## src/rtl/bvr_pkg.sv

```systemverilog
// shared types, constants and key code lookup for the button repeat tracker
`default_nettype none

package bvr_pkg;

    localparam int NUM_BUTTONS = 18;
    localparam int ID_W        = 5;
    localparam int TIME_W      = 32;
    localparam int CFG_W       = 16;
    localparam int CODE_W      = 16;
    localparam int VAL_W       = 8;
    localparam int ETYPE_W     = 16;
    localparam int IN_DATA_W   = 72;
    localparam int OUT_DATA_W  = 96;
    localparam int OUT_PAD_W   = OUT_DATA_W - 5 * NUM_BUTTONS;

    localparam logic [ETYPE_W-1:0] KEY_EVENT     = 16'd1;
    localparam logic [VAL_W-1:0]   KEY_VALUE_MAX = 8'd1;
    localparam logic               REQ_POLL      = 1'b0;

    // register indexes, selected by paddr[2]
    localparam logic REG_DELAY    = 1'b0;
    localparam logic REG_INTERVAL = 1'b1;

    localparam logic [CFG_W-1:0] DELAY_RESET    = 16'd300;
    localparam logic [CFG_W-1:0] INTERVAL_RESET = 16'd100;

    // raw key code of each button id
    localparam logic [CODE_W-1:0] CODE_TABLE [NUM_BUTTONS] = '{
        16'd103, 16'd108, 16'd105, 16'd106, 16'd57, 16'd29, 16'd42, 16'd56, 16'd28,
        16'd97, 16'h01, 16'd18, 16'd15, 16'd20, 16'd14, 16'd115, 16'd114, 16'd116
    };

    // per-button timing state held in one cell
    typedef struct packed {
        logic [TIME_W-1:0] press_time;
        logic [TIME_W-1:0] next_repeat;
    } cell_t;

    // what the head unit does with the button now at the head
    typedef struct packed {
        logic is_poll;
        logic at_key;
        logic key_press;
    } op_t;

    // mask changes for the button at the head
    typedef struct packed {
        logic set_repeat;
        logic set_pressed;
        logic set_held;
        logic clr_held;
        logic clr_repeat;
        logic set_long;
        logic set_short;
    } flags_t;

    // maps a key code to {hit, id}
    function automatic logic [ID_W:0] lookup_button(input logic [CODE_W-1:0] code);
        logic [ID_W:0] res;
        res = '0;
        for (int i = NUM_BUTTONS - 1; i >= 0; i--) begin
            if (CODE_TABLE[i] == code) begin
                res = {1'b1, ID_W'(i)};
            end
        end
        return res;
    endfunction

endpackage

`default_nettype wire

```

## src/rtl/bvr_cell.sv

```systemverilog
// one link of the rotating chain that holds a button's press and repeat times
`default_nettype none

module bvr_cell (
    input  wire logic           clk,
    input  wire logic           rst_n,
    input  wire logic           shift,
    input  wire bvr_pkg::cell_t d_in,
    output bvr_pkg::cell_t      d_out
);

    bvr_pkg::cell_t data_reg;
    bvr_pkg::cell_t data_next;

    // take the neighbor's contents while the chain rotates
    always_comb
    begin
        data_next = data_reg;
        if (shift)
        begin
            data_next = d_in;
        end
    end

    always_ff @(posedge clk or negedge rst_n)
    begin
        if (!rst_n)
        begin
            data_reg <= '0;
        end
        else
        begin
            data_reg <= data_next;
        end
    end

    assign d_out = data_reg;

endmodule

`default_nettype wire

```

## src/rtl/bvr_update.sv

```systemverilog
// head unit: updates the button at the head of the chain and reports mask changes
`default_nettype none

module bvr_update (
    input  wire bvr_pkg::cell_t                  head,
    input  wire bvr_pkg::op_t                    op,
    input  wire logic                            held_bit,
    input  wire logic [bvr_pkg::TIME_W-1:0]      poll_time,
    input  wire logic [bvr_pkg::CFG_W-1:0]       delay,
    input  wire logic [bvr_pkg::CFG_W-1:0]       interval,
    output bvr_pkg::cell_t                       tail,
    output bvr_pkg::flags_t                      flags
);

    logic [bvr_pkg::TIME_W-1:0] dur;
    logic [bvr_pkg::CFG_W:0]    limit;

    assign dur   = poll_time - head.press_time;
    assign limit = {1'b0, delay} + {1'b0, interval};

    always_comb
    begin
        tail  = head;
        flags = '0;
        if (op.is_poll)
        begin
            // auto repeat fires once the next repeat time has come
            if (held_bit && (poll_time >= head.next_repeat))
            begin
                flags.set_repeat = 1'b1;
                tail.next_repeat = head.next_repeat
                                 + {{(bvr_pkg::TIME_W-bvr_pkg::CFG_W){1'b0}}, interval};
            end
        end
        else if (op.at_key)
        begin
            if (!op.key_press)
            begin
                // release: classify by held duration, only if it was held
                if (held_bit)
                begin
                    if (dur > {{(bvr_pkg::TIME_W-bvr_pkg::CFG_W-1){1'b0}}, limit})
                    begin
                        flags.set_long = 1'b1;
                    end
                    else
                    begin
                        flags.set_short = 1'b1;
                    end
                end
                flags.clr_held   = 1'b1;
                flags.clr_repeat = 1'b1;
                tail.press_time  = '0;
            end
            else if (!held_bit)
            begin
                // fresh press: record start and first repeat time
                flags.set_pressed = 1'b1;
                flags.set_held    = 1'b1;
                tail.press_time   = poll_time;
                tail.next_repeat  = poll_time
                                  + {{(bvr_pkg::TIME_W-bvr_pkg::CFG_W){1'b0}}, delay};
            end
        end
    end

endmodule

`default_nettype wire

```

## src/rtl/button_event_repeat_tracker.sv

```systemverilog
// Button event repeat tracker: each transaction rotates the chain of button cells
// once, one button per cycle through the head unit, then loads the result.
// The result is loaded into the output register from the done state, which waits
// while a stalled result still fills it; no new transaction is taken until then.
// A finished result waits in the output register while the next transaction is taken.
// Reset (rst_n low, asynchronous) clears masks, times and poll time, config to defaults.
`default_nettype none

module button_event_repeat_tracker (
    input  wire logic                             clk,
    input  wire logic                             rst_n,
    // input stream
    input  wire logic                             s_tvalid,
    output logic                                  s_tready,
    // s_tdata from bit 0: now_ms[31:0], event_type[47:32], key_code[63:48],
    // key_value[71:64]
    input  wire logic [bvr_pkg::IN_DATA_W-1:0]    s_tdata,
    // s_tuser: req_type[0]
    input  wire logic                             s_tuser,
    // output stream
    output logic                                  m_tvalid,
    input  wire logic                             m_tready,
    // m_tdata from bit 0: held_buttons[17:0], newly_pressed[35:18],
    // released_long[53:36], released_short[71:54], repeated[89:72], zeros[95:90]
    output logic [bvr_pkg::OUT_DATA_W-1:0]        m_tdata,
    // configuration port
    input  wire logic                             psel,
    input  wire logic                             penable,
    input  wire logic                             pwrite,
    input  wire logic [2:0]                       paddr,
    input  wire logic [31:0]                      pwdata,
    output logic [31:0]                           prdata,
    output logic                                  pready
);

    localparam logic [1:0] ST_IDLE = 2'd0;
    localparam logic [1:0] ST_RUN  = 2'd1;
    localparam logic [1:0] ST_DONE = 2'd2;

    localparam int N = bvr_pkg::NUM_BUTTONS;

    logic [1:0]                    state_reg, state_next;
    logic [bvr_pkg::ID_W-1:0]      pos_reg, pos_next;
    logic [bvr_pkg::CFG_W-1:0]     delay_reg, interval_reg;
    logic [bvr_pkg::TIME_W-1:0]    poll_time_reg, poll_time_next;
    logic                          poll_reg, key_ok_reg, press_reg;
    logic [bvr_pkg::ID_W-1:0]      id_reg;
    logic [N-1:0]                  held_reg, pressed_reg, long_reg, short_reg, repeat_reg;
    logic [N-1:0]                  held_next, pressed_next, long_next, short_next;
    logic [N-1:0]                  repeat_next;
    logic                          m_tvalid_reg, m_tvalid_next;
    logic [bvr_pkg::OUT_DATA_W-1:0] m_tdata_reg, m_tdata_next;

    logic                          accept;
    logic                          step;
    logic                          cfg_wr;
    logic [bvr_pkg::ID_W:0]        lookup;
    logic                          key_ok;

    bvr_pkg::cell_t                chain [N];
    bvr_pkg::cell_t                tail;
    bvr_pkg::op_t                  op;
    bvr_pkg::flags_t               flags;

    assign s_tready = (state_reg == ST_IDLE);
    assign accept   = s_tvalid && s_tready;
    assign step     = (state_reg == ST_RUN);
    assign pready   = 1'b1;
    assign cfg_wr   = psel && penable && pwrite && pready;

    // decode the incoming key event
    assign lookup = bvr_pkg::lookup_button(s_tdata[63:48]);
    assign key_ok = (s_tdata[47:32] == bvr_pkg::KEY_EVENT)
                 && (s_tdata[71:64] <= bvr_pkg::KEY_VALUE_MAX)
                 && lookup[bvr_pkg::ID_W];

    // configuration registers
    always_ff @(posedge clk or negedge rst_n)
    begin
        if (!rst_n)
        begin
            delay_reg    <= bvr_pkg::DELAY_RESET;
            interval_reg <= bvr_pkg::INTERVAL_RESET;
        end
        else if (cfg_wr)
        begin
            unique case (paddr[2])
                bvr_pkg::REG_DELAY:    delay_reg    <= pwdata[bvr_pkg::CFG_W-1:0];
                bvr_pkg::REG_INTERVAL: interval_reg <= pwdata[bvr_pkg::CFG_W-1:0];
                default:               delay_reg    <= delay_reg;
            endcase
        end
    end

    assign prdata = {16'd0, (paddr[2] == bvr_pkg::REG_INTERVAL) ? interval_reg : delay_reg};

    // rotating chain of button cells, head at index 0, tail fed by the head unit
    for (genvar g = 0; g < N; g++)
    begin : g_cell
        bvr_cell u_cell (
            .clk   (clk),
            .rst_n (rst_n),
            .shift (step),
            .d_in  ((g == N - 1) ? tail : chain[(g + 1) % N]),
            .d_out (chain[g])
        );
    end

    assign op.is_poll   = (poll_reg == 1'b1);
    assign op.at_key    = key_ok_reg && (pos_reg == id_reg);
    assign op.key_press = press_reg;

    bvr_update u_update (
        .head      (chain[0]),
        .op        (op),
        .held_bit  (held_reg[pos_reg]),
        .poll_time (poll_time_reg),
        .delay     (delay_reg),
        .interval  (interval_reg),
        .tail      (tail),
        .flags     (flags)
    );

    // sequencer, masks and output register
    always_comb
    begin
        state_next     = state_reg;
        pos_next       = pos_reg;
        poll_time_next = poll_time_reg;
        held_next      = held_reg;
        pressed_next   = pressed_reg;
        long_next      = long_reg;
        short_next     = short_reg;
        repeat_next    = repeat_reg;
        m_tvalid_next  = m_tvalid_reg;
        m_tdata_next   = m_tdata_reg;

        if (m_tvalid_reg && m_tready)
        begin
            m_tvalid_next = 1'b0;
        end

        unique case (state_reg)
            ST_IDLE:
            begin
                if (accept)
                begin
                    state_next = ST_RUN;
                    pos_next   = '0;
                    if (s_tuser == bvr_pkg::REQ_POLL)
                    begin
                        poll_time_next = s_tdata[31:0];
                        pressed_next   = '0;
                        long_next      = '0;
                        short_next     = '0;
                        repeat_next    = '0;
                    end
                end
            end
            ST_RUN:
            begin
                if (flags.set_repeat)  repeat_next[pos_reg]  = 1'b1;
                if (flags.clr_repeat)  repeat_next[pos_reg]  = 1'b0;
                if (flags.set_pressed) pressed_next[pos_reg] = 1'b1;
                if (flags.set_held)    held_next[pos_reg]    = 1'b1;
                if (flags.clr_held)    held_next[pos_reg]    = 1'b0;
                if (flags.set_long)    long_next[pos_reg]    = 1'b1;
                if (flags.set_short)   short_next[pos_reg]   = 1'b1;
                if (pos_reg == bvr_pkg::ID_W'(N - 1))
                begin
                    pos_next   = '0;
                    state_next = ST_DONE;
                end
                else
                begin
                    pos_next = pos_reg + 1'b1;
                end
            end
            ST_DONE:
            begin
                if (!m_tvalid_reg || m_tready)
                begin
                    m_tvalid_next = 1'b1;
                    m_tdata_next  = {{bvr_pkg::OUT_PAD_W{1'b0}}, repeat_reg, short_reg,
                                     long_reg, pressed_reg, held_reg};
                    state_next    = ST_IDLE;
                end
            end
            default:
            begin
                state_next = ST_IDLE;
            end
        endcase
    end

    always_ff @(posedge clk or negedge rst_n)
    begin
        if (!rst_n)
        begin
            state_reg     <= ST_IDLE;
            pos_reg       <= '0;
            poll_time_reg <= '0;
            held_reg      <= '0;
            pressed_reg   <= '0;
            long_reg      <= '0;
            short_reg     <= '0;
            repeat_reg    <= '0;
            m_tvalid_reg  <= 1'b0;
        end
        else
        begin
            state_reg     <= state_next;
            pos_reg       <= pos_next;
            poll_time_reg <= poll_time_next;
            held_reg      <= held_next;
            pressed_reg   <= pressed_next;
            long_reg      <= long_next;
            short_reg     <= short_next;
            repeat_reg    <= repeat_next;
            m_tvalid_reg  <= m_tvalid_next;
        end
    end

    // latched item fields and output payload
    always_ff @(posedge clk)
    begin
        if (accept)
        begin
            poll_reg   <= (s_tuser == bvr_pkg::REQ_POLL);
            key_ok_reg <= key_ok;
            press_reg  <= s_tdata[64];
            id_reg     <= lookup[bvr_pkg::ID_W-1:0];
        end
        m_tdata_reg <= m_tdata_next;
    end

    assign m_tvalid = m_tvalid_reg;
    assign m_tdata  = m_tdata_reg;

endmodule

`default_nettype wire

```

## config.mk

```make
export PLATFORM = sky130hd
export DESIGN_NAME = button_event_repeat_tracker
export DESIGN_NICKNAME = d
export VERILOG_FILES = /design/src/rtl/bvr_pkg.sv /design/src/rtl/bvr_cell.sv /design/src/rtl/bvr_update.sv /design/src/rtl/button_event_repeat_tracker.sv
export SDC_FILE = /design/constraint.sdc
export NUM_CORES = 2
export LEC_CHECK = 0
export ABC_AREA = 1
export BUFFER_PORTS_ARGS = -buffer_cell sky130_fd_sc_hd__buf_2
export CORE_UTILIZATION = 56
export DETAILED_ROUTE_END_ITERATION = 8
export PLACE_DENSITY = 0.76
export SLEW_MARGIN = 0
export SYNTH_ARGS = -nofsm -noshare
export SYNTH_HDL_FRONTEND = slang
export SYNTH_HIERARCHICAL = 1
export SYNTH_SLANG_ARGS = --single-unit
```

## constraint.sdc

```tcl
create_clock -name clk -period 4.7 [get_ports clk]
set_input_delay 0.47 -clock clk [delete_from_list [all_inputs] [get_ports clk]]
set_output_delay 0.47 -clock clk [all_outputs]
set_load 0.05 [all_outputs]
```

==> flow_summary.ini <==
[placement]
portBuffers = 204
placed_area_um2 = 64200
dpl.hpwl_um = 107000
place_congestion = 0.960
place_ws_ns = 0.393
dp.cells = 9009

[yosys]
synthMuxAreaShare_pct = 0
synthXorXnorAreaFrac_pct = 0.900
syn_area_um2 = 63300
synth_cell_types = 56
synth_edf_count = 98
synth-compound-area-share_pct = 3.91
synth_common_cells = nand2_1 (4222), dfrtp_1 (1307), inv_1 (340)
synth_area_leaders = dfrtp_1 (52%), nand2_1 (25%), edfxtp_1 (4.7%)
seq_area_frac_synth_pct = 56.6
synthAdderAreaFrac_pct = 2.74
synth_top_family_by_area = simple AND/OR/NAND/NOR gates
synthArstFlopShare_pct = 93.1
ys_warn_count = 6
yosysTopAreaCellShare_pct = 51.7
synthCells = 7561
synthSimpleGateAreaFrac_pct = 29.4
synth_flop_cell = dfrtp_1
synth.avg_cell_area_um2 = 8.37
yosysTopAreaCell = dfrtp_1
yosysMostFrequentCell = nand2_1
ys_ff_latch = 1412

[floorplan]
rows = 122
start_util_pct = 56.8
core_area_um2 = 111000
dieArea_um2 = 114000
dieHeight_um = 338
ios = 246
die_x_um = 338

[layout]
area_growth_pct = 9.79
n_antenna_cell = 0
nNetsFinal = 7958
multi_input_area_um2 = 23500
stdcell_area_um2 = 69500
fillers = 9479
seqCellArea_um2 = 35800
final_cell_count_no_fill = 9308
largest_reg_flops = 1152
drive_gt1_share_pct = 7.28

[cts]
insertion_delay_ns = 0.78
clockRootBuffer = clkbuf_16
cts_buffers = 145
cts.sinks = 1412
cts.path.max_buffers = 3
cts_tree = done
cts_max_level = 4
cts.reportedPaths.clkPinSlew_ns = 0.05

[timing]
whs_ns = 0.0419
finalCriticalPeriod_ns = 4.25
setup_slack_ns = 0.447
drv_slew = 0
finalHoldViolCount = 0
relSlewSlack_pct = 11.6
rsz0062_at_grt = false
finClkSkew_ns = 0.0516
tightest_slew_ns = 1.33
timing.fmax_ghz = 0.235
tns_ns = 0
period_share_pct = 90.5
setup_viol = 0

[worst_setup_path]
crit_required_ns = 5.28
critPathMaxStageDelay_ns = 0.49
cp_num_buf_inv = 2
cp_top_family = simple AND/OR/NAND/NOR gates
cp-end-kind = register
cp.arrival_ns = 4.84
crit_path_start_kind = register
cp_max_fo = 17
crit_slowest_cell = fa_1
cpMostUsedCell = nand2_1
cp_num_cells = 26
reg2regPathDepth = 26
critPathKind = reg2reg

[route]
drt_pre_antenna_iters = 6
num_vias = 49100
drc = 0
drt-initial-drc-count = 4490
totalWireLength_um = 162000
wl_per_cell_um = 17.4
ant_nets = 0
vias_per_cell = 5.28

[global_route]
grt_antenna_before_repair = 1
grt_pass1_vias = 47000
grt_pass1_wl_um = 257000
grt_usage_pct = 28.7
gr-total-overflow = 0
grt_max_degree = 229

[hold_path]
hp-class = in2reg
holdPathStages = 3

[job]
max_cap_viol_count = 0

[power]
p_leak_nw = 38.8
vdd_ir_drop_max_uv = 517
powerDensity_nw_per_um2 = 684

[status]
status = completed
==> layer usage <==
| layer | wire length (um) | up-vias | global-route usage, % | share of wire, % |
|---|---|---|---|---|
| li1 | - | 23700 | - | - |
| met5 | 13 | - | 0 | 0.0080 |
| met4 | 3830 | 2 | 8.17 | 2.4 |
| met1 | 74400 | 23700 | 42.6 | 46 |
| met2 | 72800 | 1545 | 43.8 | 45 |
| met3 | 10700 | 228 | 4.30 | 6.6 |
==> cell families after synthesis <==
family	Yosys count
compound gates	460
xor+xnor	65
fa+ha+maj	136
buf+inv	692
flops	1412
other cells	2
simple gates	4794
==> tightest hold or removal path, cell delays in order <==
cell	delay [ns]
buf_2	0.08
nand2_1	0.10
nand2_1	0.08
==> through the flow <==
| step | utilization (%) | power [mW] |
|---|---|---|
| after floorplan | - | 31.3 |
| after global placement | 57.7 | 35.5 |
| after detailed placement | 57.7 | 35.8 |
| after CTS | 62.4 | 47.6 |
| after global routing | 62.4 | 50.7 |
| final | 62.4 | 47.5 |
==> where the power goes <==
group / total [mW] / switching [mW] / internal [mW]
combinational: 17.2 / 12.1 / 5.07
sequential: 18.8 / 2.68 / 16.1
clock: 11.5 / 4.88 / 6.66
==> cells in the final DEF (no fill, tap or decap), types with 37 or more instances in the layout <==
master	netlist	layout
buf_2	136	203
o21ai_0	153	153
edfxtp_1	98	98
xor2_1	42	42
ha_1	132	132
nor3_1	42	42
nand3_1	163	162
nand2_1	4222	4222
a21oi_1	234	234
nor2_1	265	263
clkbuf_16	0	149
dlygate4sd3_1	0	37
inv_1	340	340
clkbuf_1	30	37
dfrtp_1	1307	1307
buf_4	44	48
==> what timing repair did <==
item	in CTS	in global routing
gates resized for setup	0	0
setup endpoints to repair	0	31
setup buffers	0	2
endpoints found under the hold margin	138	0
hold buffers	37	0
==> layout make-up <==
type                    instances  area share (%)
repair buffers                306            3.03
well taps                    1488            2.68
multi-input cells            5478            33.8
clock inverters                49           0.876
inverters                     364            1.97
clock buffers                 211            6.06
flip-flops and latches       1412            51.6
==> worst paths after layout <==
check | start | slack, ns | to
max in group asynchronous | rst_n | 2.86 | short_reg[0]
worst max register to register | delay_reg[1] | 0.45 | long_reg[3]
min in group asynchronous | rst_n | 0.28 | g_cell[9].u_cell/d_out[1]
worst min register to register | long_reg[3] | 0.43 | m_tdata[39]
worst max-delay path | delay_reg[1] | 0.45 | long_reg[3]
worst min-delay path | s_tdata[11] | 0.04 | poll_time_reg[11]
No activity file was read; power rests on OpenSTA's default activity.
